==> config.mk <==
export PLATFORM = sky130hd
export DESIGN_NAME = xtea_round
export DESIGN_NICKNAME = d
export VERILOG_FILES = /design/src/rtl/core/xtea_pkg.sv /design/src/rtl/core/xtea_round.sv
export SDC_FILE = /design/constraint.sdc
export NUM_CORES = 1
export LEC_CHECK = 0
export BUFFER_PORTS_ARGS = -buffer_cell sky130_fd_sc_hd__clkbuf_2
export CAP_MARGIN = 5
export CORE_UTILIZATION = 50
export CTS_CLUSTER_DIAMETER = 30
export CTS_CLUSTER_SIZE = 20
export DETAILED_ROUTE_END_ITERATION = 10
export GPL_ROUTABILITY_DRIVEN = 0
export HOLD_SLACK_MARGIN = 0.15
export PLACE_DENSITY = 0.74
export SETUP_SLACK_MARGIN = 0.15
export SYNTH_ARGS = -nofsm -noshare
export SYNTH_HDL_FRONTEND = slang
export SYNTH_SLANG_ARGS = --single-unit
==> constraint.sdc <==
create_clock -name clk -period 10.5 [get_ports clk]
set_input_delay 1.05 -clock clk [delete_from_list [all_inputs] [get_ports clk]]
set_output_delay 1.05 -clock clk [all_outputs]
set_load 0.01 [all_outputs]
==> src/rtl/core/xtea_pkg.sv <==
`timescale 1ns / 1ps
`default_nettype none

package xtea_pkg;

  localparam int WORD_W     = 32;
  localparam int KEY_WORDS  = 4;
  localparam int KSEL_W     = $clog2(KEY_WORDS);
  localparam int ROUNDS_DEF = 32;

  localparam logic [WORD_W-1:0] DELTA = 32'h9e3779b9;

  localparam logic FUNC_ENC = 1'b0;
  localparam logic FUNC_DEC = 1'b1;

  localparam logic [KSEL_W-1:0] KEY_IDX0 = 2'd0;
  localparam logic [KSEL_W-1:0] KEY_IDX1 = 2'd1;
  localparam logic [KSEL_W-1:0] KEY_IDX2 = 2'd2;
  localparam logic [KSEL_W-1:0] KEY_IDX3 = 2'd3;

  typedef logic [KEY_WORDS-1:0][WORD_W-1:0] key_arr_t;

  typedef struct packed {
    logic              func;
    logic [WORD_W-1:0] y;
    logic [WORD_W-1:0] z;
  } blk_t;

  function automatic logic [WORD_W-1:0] sum_at(input int unsigned k);
    logic [63:0] p;
    p = 64'(k) * 64'(DELTA);
    return p[WORD_W-1:0];
  endfunction

  function automatic logic [WORD_W-1:0] mix(input logic [WORD_W-1:0] x);
    return ((x << 4) ^ (x >> 5)) + x;
  endfunction

endpackage

`default_nettype wire

==> src/rtl/core/xtea_round.sv <==
`timescale 1ns / 1ps
`default_nettype none

module xtea_round import xtea_pkg::*; #(
  parameter int ROUNDS = ROUNDS_DEF,
  parameter int STAGE  = 0
) (
  input  logic     clk,
  input  logic     rst_n,
  input  logic     up_vld,
  output logic     up_rdy,
  input  blk_t     up_blk,
  input  key_arr_t key,
  output logic     dn_vld,
  input  logic     dn_rdy,
  output blk_t     dn_blk
);

  localparam int          N      = STAGE / 2;
  localparam logic        SECOND = 1'(STAGE % 2);
  localparam logic [WORD_W-1:0] ENC_SUM = SECOND ? sum_at(N + 1) : sum_at(N);
  localparam logic [WORD_W-1:0] DEC_SUM = SECOND ? sum_at(ROUNDS - N - 1) : sum_at(ROUNDS - N);
  localparam logic [KSEL_W-1:0] ENC_KSEL = SECOND ? ENC_SUM[12:11] : ENC_SUM[1:0];
  localparam logic [KSEL_W-1:0] DEC_KSEL = SECOND ? DEC_SUM[1:0] : DEC_SUM[12:11];

  logic              vld_r;
  blk_t              blk_r;
  blk_t              blk_nxt;
  logic              use_y;
  logic [WORD_W-1:0] src;
  logic [WORD_W-1:0] dst;
  logic [WORD_W-1:0] sum;
  logic [WORD_W-1:0] kword;
  logic [WORD_W-1:0] f;
  logic [WORD_W-1:0] res;

  always_comb begin
    use_y = up_blk.func ^ SECOND;
    src   = use_y ? up_blk.y : up_blk.z;
    dst   = use_y ? up_blk.z : up_blk.y;
    sum   = (up_blk.func == FUNC_DEC) ? DEC_SUM : ENC_SUM;
    kword = (up_blk.func == FUNC_DEC) ? key[DEC_KSEL] : key[ENC_KSEL];
    f     = mix(src) ^ (sum + kword);
    res   = (up_blk.func == FUNC_DEC) ? dst - f : dst + f;
    blk_nxt      = up_blk;
    if (use_y) begin
      blk_nxt.z = res;
    end else begin
      blk_nxt.y = res;
    end
  end

  assign up_rdy = !vld_r || dn_rdy;

  always_ff @(posedge clk) begin
    if (!rst_n) begin
      vld_r <= 1'b0;
    end else if (up_rdy) begin
      vld_r <= up_vld;
    end
  end

  always_ff @(posedge clk) begin
    if (up_rdy && up_vld) begin
      blk_r <= blk_nxt;
    end
  end

  assign dn_vld = vld_r;
  assign dn_blk = blk_r;

endmodule

`default_nettype wire

Word-level counts from Yosys, hierarchy flattened --
Cells that the tools add are included. W data, S select, Z words.
Operators by class: add/sub/neg operators 4, multipliers 0, div/mod/pow operators 0, order comparisons 0, equal/unequal tests 0, shift-type cells 0, muxes and demuxes 7, bitwise operators 2, reductions and logical operators 3
Operators by type and width (number):
- $mux W32 | 7
- $add A32 B32 Y32 | 3
- $sub A32 B32 Y32 | 1
- $xor A32 B27 Y32 | 1
- $xor A32 B32 Y32 | 1
- $logic_and A1 B1 Y1 | 1
- $logic_not A1 Y1 | 1
- $logic_or A1 B1 Y1 | 1
Storage, ports and cells: register bits 66, bits in latches 0, RAM bits 0, bits in read-only memories 0, input bits 197, output and inout port bits 67, logic and storage cells 20, memories 0

Depth between registers and ports, before layout --
Gate-level depths: netlist of the first run.
depth in word-level cells 7, depth in mapped cells 33, mapped depth without buffers 28

Worst setup path before layout of the first run --
No wires, ideal clock.
path kind input-to-reg, start point in up_blk[64] in the netlist's numbering, end point reg blk_r, in the netlist dn_blk[63] (data pin), setup time 0.263 ns, arrival 7.869 ns, data required time 10.237 ns, path slack 2.367 ns, stages on the path 29, cell sequence buf_2 > buf_2 > buf_2 > clkbuf_1 > buf_1 > clkbuf_1 > mux2_2 > ha_1 > and2_1 > a221o_1 > or2_2 > a31oi_1 > xnor2_1 > xnor2_1 > nor4_2 > nor2_1 > xor2_1 > ha_1 > or2_2 > a221o_1 > nor4_1 > nor3_1 > a2111oi_0 > a211o_1 > a31o_2 > a21oi_1 > xor2_1 > xnor2_1 > o21ai_1
RTL lines:
- start: declaration | line xtea_round.sv:12 | input blk_t up_blk,
- end signal: assignment | line xtea_round.sv:65 | blk_r <= blk_nxt;
- end: declaration | line xtea_round.sv:27 | blk_t blk_r;

==> results.ini, run 1 <==
[outcome]
status=finished clean

[logic_synthesis]
synth_nets=1354
ys_types=75
syn_area_per_cell_um2=8.458
async_reset_ff_frac=0
synth_area_um2=9084
synthesis.yosys.warnings=0
ys_seq_area_frac=0.2171
synth-edff-count=65
synth-seq-cells=66
synth_cells=1074
ys.flop_type=edfxtp_1

[sta]
max_freq_mhz=125.1
fin_crit_ps=7996
clock_skew_ps=4.465
worst_pin_slew_ps=1014
hold_viol=0
setup_tns_ps=0
setup_viol=0
rsz0062_at_grt=no
period_share=0.7615
holdWs_ps=543.3
relSlewSlack=0.3064
slew_viol_final=0

[clocking]
cts_tree=done
cts-root-buf=clkbuf_16
cts_max_level=3
cts_buffers=9
cts_resized=0
cts_buffer_depth=2
hold_buffers=0
cts_setup_buffers=0
path_clk_slew_ps=60
clk_latency_ps=340
clock_sinks=66

[power_and_ir_drop]
power_density_nw_per_um2=226.8
p_comb_frac=0.680
vdd_ir_drop_max_uv=122.7
p_int_mw=1.318
p_sw_mw=1.092
p_seq_frac=0.185
p_leak_nw=4.689
swShare=0.4531
p_clk_frac=0.135

[hold_path]
hold_path.startpoint=dn_vld$_SDFFE_PN0N_
hp-class=flip-flop to flip-flop

[global_routing]
first_global_vias=7698
grtUsageTotal=0.2527
grt_pass1_wl_um=37570
grt_start_max_net_pins=66
antenna_found_initial=0
overflow=0

[route]
antenna_left=0
drt-initial-drc-count=645
routed_wl_um=23560
dr.pass1.iters=5
drc_errors=0
viasPerCell=5.727
vias=8544
wl_per_cell_um=15.79

[final_layout]
syn_to_final_growth_pct=17.00
fin_cells=1492
fillers=1602
fin_area_um2=10630
antenna_cells=0
nets=1542
drive_gt1_frac=0.2336
seqCellArea_um2=1972
multi_input_area_um2=6858

[floorplan]
die_area_um2=18710
row_count=48
initial_core_util=0.5180
die_w_um=136.8
die_h_um=136.8
io_pins=264
core_area_um2=17540

[setup_path]
cp_max_fo=49
cp-end-kind=flip-flop
cpPeakStageDelay_ps=900
cpMaxStageDelayCell=a2111oi_0
path_class=primary input to flip-flop
worstPathRequired_ps=10580
crit_path_start_kind=primary input
rr_startpoint=dn_vld$_SDFFE_PN0N_
worstSetupStartpoint=up_blk[64]
cp.arrival_ps=8070

[placement]
place_area_um2=10310
portBuffers=199
hpwl_um=19470
dp.cells=1476

[job]
maxCapViolCount=0

Yosys cell counts, drive strengths merged (18+ instances only):
library cell  number  share of area
a21o              28          0.023
a21oi             92          0.051
clkbuf            22         0.0091
edfxtp            65           0.21
ha                81           0.11
inv               38          0.016
mux2              54          0.067
mux2i             18          0.020
nand2             95          0.040
nor2              57          0.024
nor2b             26          0.018
nor3              20          0.011
o21ai             89          0.049
o21bai            24          0.020
xnor2            112           0.11
xor2              49          0.047
cell families after synthesis:
family,count (synthesis),share of synthesized area
flip-flops,66,0.2171
adder cells (fa/ha/maj),83,0.1160
AO/OA/AOI/OAI,318,0.2191
AND/OR/NAND/NOR,305,0.1719
multiplexers,72,0.08678
buffers and inverters,67,0.02810
XOR/XNOR,163,0.1610
cells in the final DEF (no fill, tap or decap), drive strengths merged, types with 3 or more instances in the layout:
master	instances
a31oi	12
o21bai	24
or2	5
nor3b	3
mux2	54
mux2i	18
nor4	8
o31a	4
and2	15
a211oi	8
nand4b	3
o21a	12
edfxtp	65
a21boi	6
and3	13
clkinv	4
nor3	20
nor2b	26
nand3	16
xnor2	112
a211o	3
or3	8
nor2	57
a41oi	3
a2111oi	4
nand2b	17
or4	5
clkbuf	207
ha	81
a21o	28
nand4	6
buf	8
a21oi	92
nand2	95
xor2	49
o211ai	7
o31ai	7
o21ai	89
inv	38
per-stage QoR:
step | setup slack (ps) | power, mW | util
after floorplan | 2367 | 1.673 | -
after global placement | 2313 | 2.015 | 0.5878
after detailed placement | 2239 | 2.061 | 0.5878
after CTS | 2579 | 2.393 | 0.6060
after global routing | 1899 | 2.603 | 0.6060
final | 2504 | 2.411 | 0.6060
power by group through the flow:
stage	registers (mW)	logic [mW]	clock network (mW)
finish	0.446	1.64	0.325
global route	0.454	1.81	0.335
CTS	0.448	1.62	0.326
detailed placement	0.452	1.61	0
global placement	0.450	1.57	0
floorplan	0.493	1.18	0
final timing paths:
path / end / slack, ps / depth (start not counted)
worst max-delay path: dn_blk[63]$_DFFE_PP_ / 2500 / 25
worst min-delay path: dn_vld$_SDFFE_PN0N_ / 540 / 2
worst max register to register: dn_blk[58]$_DFFE_PP_ / 8890 / 3
worst min register to register: dn_vld$_SDFFE_PN0N_ / 540 / 2
area by class of cell:
type                    count  share of cell area
clock buffers               9             0.02119
repair buffers            206             0.09925
well taps                 225             0.02649
clock inverters             7            0.008830
multi-input cells         941              0.6453
inverters                  38             0.01342
flip-flops and latches     66              0.1855
metal layers:
metal | share of wire | GRT usage
met5 | 0 | 0
met4 | 0.015 | 0.05861
met1 | 0.50 | 0.3818
met3 | 0.060 | 0.01778
met2 | 0.42 | 0.3886
state kept, by name, indices dropped and copies added, names as in the netlist:
register / count
dn_blk: 65
dn_vld: 1
critical path, delay by kind of cell:
kind,cells,cell delay [ps]
AO/OA/AOI/OAI,8,2330
AND/OR/NAND/NOR,9,2290
buffers and inverters,2,830
adder cells (fa/ha/maj),2,580
XOR/XNOR,3,540
multiplexers,1,400
Note: power is estimated with default switching activity, not from simulation.
==> inputs of run 2 (changes only) <==
==> constraint.sdc (replaced) <==
create_clock -name clk -period 8.15 [get_ports clk]
set_input_delay 0.815 -clock clk [delete_from_list [all_inputs] [get_ports clk]]
set_output_delay 0.815 -clock clk [all_outputs]
set_load 0.01 [all_outputs]
==> run 2 against run 1 <==
Routed wire length down 0.68%. Final cell count is 0.27% higher. Critical endpoint is now dn_blk[62]$_DFFE_PP_. Clock power is 16% higher. Clock-buffer cell count is 2 higher. Critical path type unchanged. Total power increased by 27%. Largest power group unchanged. Register-to-register slack worse by 2400 ps. Design area rose by 0.11%. Via count decreased by 0.66%. Critical path depth grew 4.
==> results.ini, run 2 (synthesized netlist as in run 1, its figures left out) <==
[outcome]
status=finished clean

[final_layout]
fin_cells=1496
final_common_cell=clkbuf_2
post-route-util=0.6067
nets=1546
antenna_cells=0
fin_area_um2=10640
syn_to_final_growth_pct=17.12
fillers=1547
drive_gt1_frac=0.2352
layout_common_cells=clkbuf_2 (198), xnor2_1 (111), nand2_1 (94), a21oi_1 (91), o21ai_0 (87)
largest_reg_flops=65

[power_and_ir_drop]
power_density_nw_per_um2=288.5
p_comb_frac=0.691
finalPower_mw=3.070
p_leak_nw=4.695
swShare=0.4530
p_clk_frac=0.123
p_int_mw=1.679
p_sw_mw=1.391
p_seq_frac=0.187
vdd_ir_drop_max_uv=202.7

[sta]
period_share=0.8924
relSlewSlack=0.4403
fin_crit_ps=7273
hold_viol=0
max_freq_mhz=137.5
rsz0062_at_grt=no
clock_skew_ps=5.006
setup_viol=0
worst_pin_slew_ps=839.6
slew_viol_final=0
setup_tns_ps=0

[route]
drc_errors=0
drt-initial-drc-count=658
vias=8488
viasPerCell=5.674
dr.pass1.iters=5
routed_wl_um=23400
wl_per_cell_um=15.64
antenna_left=0

[hold_path]
hp-class=flip-flop to flip-flop
min_to=dn_vld$_SDFFE_PN0N_
hold_path.startpoint=dn_vld$_SDFFE_PN0N_
whs_path_depth=2

[setup_path]
cpMaxStageDelayCell=a2111oi_0
reg2reg_depth=3
cpPeakStageDelay_ps=640
rr_startpoint=dn_vld$_SDFFE_PN0N_
path_depth=29
cp-end-kind=flip-flop
cp.arrival_ps=7340
cp_top_family=compound AO/OA/AOI/OAI gates
ff2ff_setup_slack_ps=6540
path_buf_inv=3
worstPathRequired_ps=8220
r2r-end=dn_blk[53]$_DFFE_PP_
cp_max_fo=50
path_class=primary input to flip-flop
crit_path_start_kind=primary input
critPathMostFrequentCell=o21ai_0

[global_routing]
antenna_found_initial=0
grtUsageTotal=0.2500
overflow=0
grt_pass1_wl_um=37120
first_global_vias=7735
grt_start_max_net_pins=66

[clocking]
cts-root-buf=clkbuf_16
cts_tree=done
cts_resized=0
cts_max_level=3
clock_sinks=66
hold_buffers=0
clk_latency_ps=330
cts_setup_buffers=0
cts_buffer_depth=2
path_clk_slew_ps=50
cts_buffers=9

[placement]
portBuffers=199
hpwl_um=19370
place_area_um2=10350
dp.cells=1480

[floorplan]
die_area_um2=18710
row_count=48
io_pins=264
initial_core_util=0.5180
die_h_um=136.8
core_area_um2=17540
die_w_um=136.8

[job]
maxCapViolCount=0

## run 2: worst reg2reg max path, stage by stage (launching register included)
cell and delay (ps):
dfxtp_1 300, nand2b_1 100, and2_2 140, buf_4 630
## run 2: power by group through the flow
| stage | Sequential, mW | Combinational, mW | Clock, mW |
|---|---|---|---|
| final | 0.573 | 2.12 | 0.376 |
| after floorplan | 0.635 | 1.52 | 0 |
| after global placement | 0.580 | 2.04 | 0 |
| after detailed placement | 0.581 | 2.08 | 0 |
| after CTS | 0.574 | 2.10 | 0.377 |
| after global routing | 0.584 | 2.35 | 0.391 |
## run 2: metal layers
layer / GRT usage / vias up / routed length [µm]
li1: - / 4331 / -
met1: 0.3729 / 3833 / 11620
met2: 0.3858 / 299 / 9976
met3: 0.02519 / 25 / 1535
met4: 0.05556 / 0 / 275
met5: 0 / - / 0
## run 2: through the flow
stage,hold slack (ps),setup WS [ps]
floorplan,609.6,252.4
global placement,507.7,728.7
detailed placement,534.0,649.8
CTS,541.8,931.8
global route,586.0,225.6
finish,539.4,876.8
## run 2: worst max path at each step
stage                                 to  slack (ps)  startpoint
finish              dn_blk[62]$_DFFE_PP_         880  up_blk[64]
floorplan           dn_blk[63]$_DFFE_PP_         250  up_blk[64]
global route        dn_blk[62]$_DFFE_PP_         230  up_blk[64]
global placement    dn_blk[63]$_DFFE_PP_         730  up_blk[64]
CTS                 dn_blk[62]$_DFFE_PP_         930  up_blk[64]
detailed placement  dn_blk[63]$_DFFE_PP_         650  up_blk[64]
## run 2: cell type report
type                       instances  area, µm²  share of cell area
clock buffer                      11      232.7             0.02187
clock inverter                     5      55.05            0.005175
inverter                          38      142.6             0.01341
multi-input combinational        941       6858              0.6446
sequential                        66       1972              0.1853
tap                              225      281.5             0.02646
timing repair buffer             210       1097              0.1031
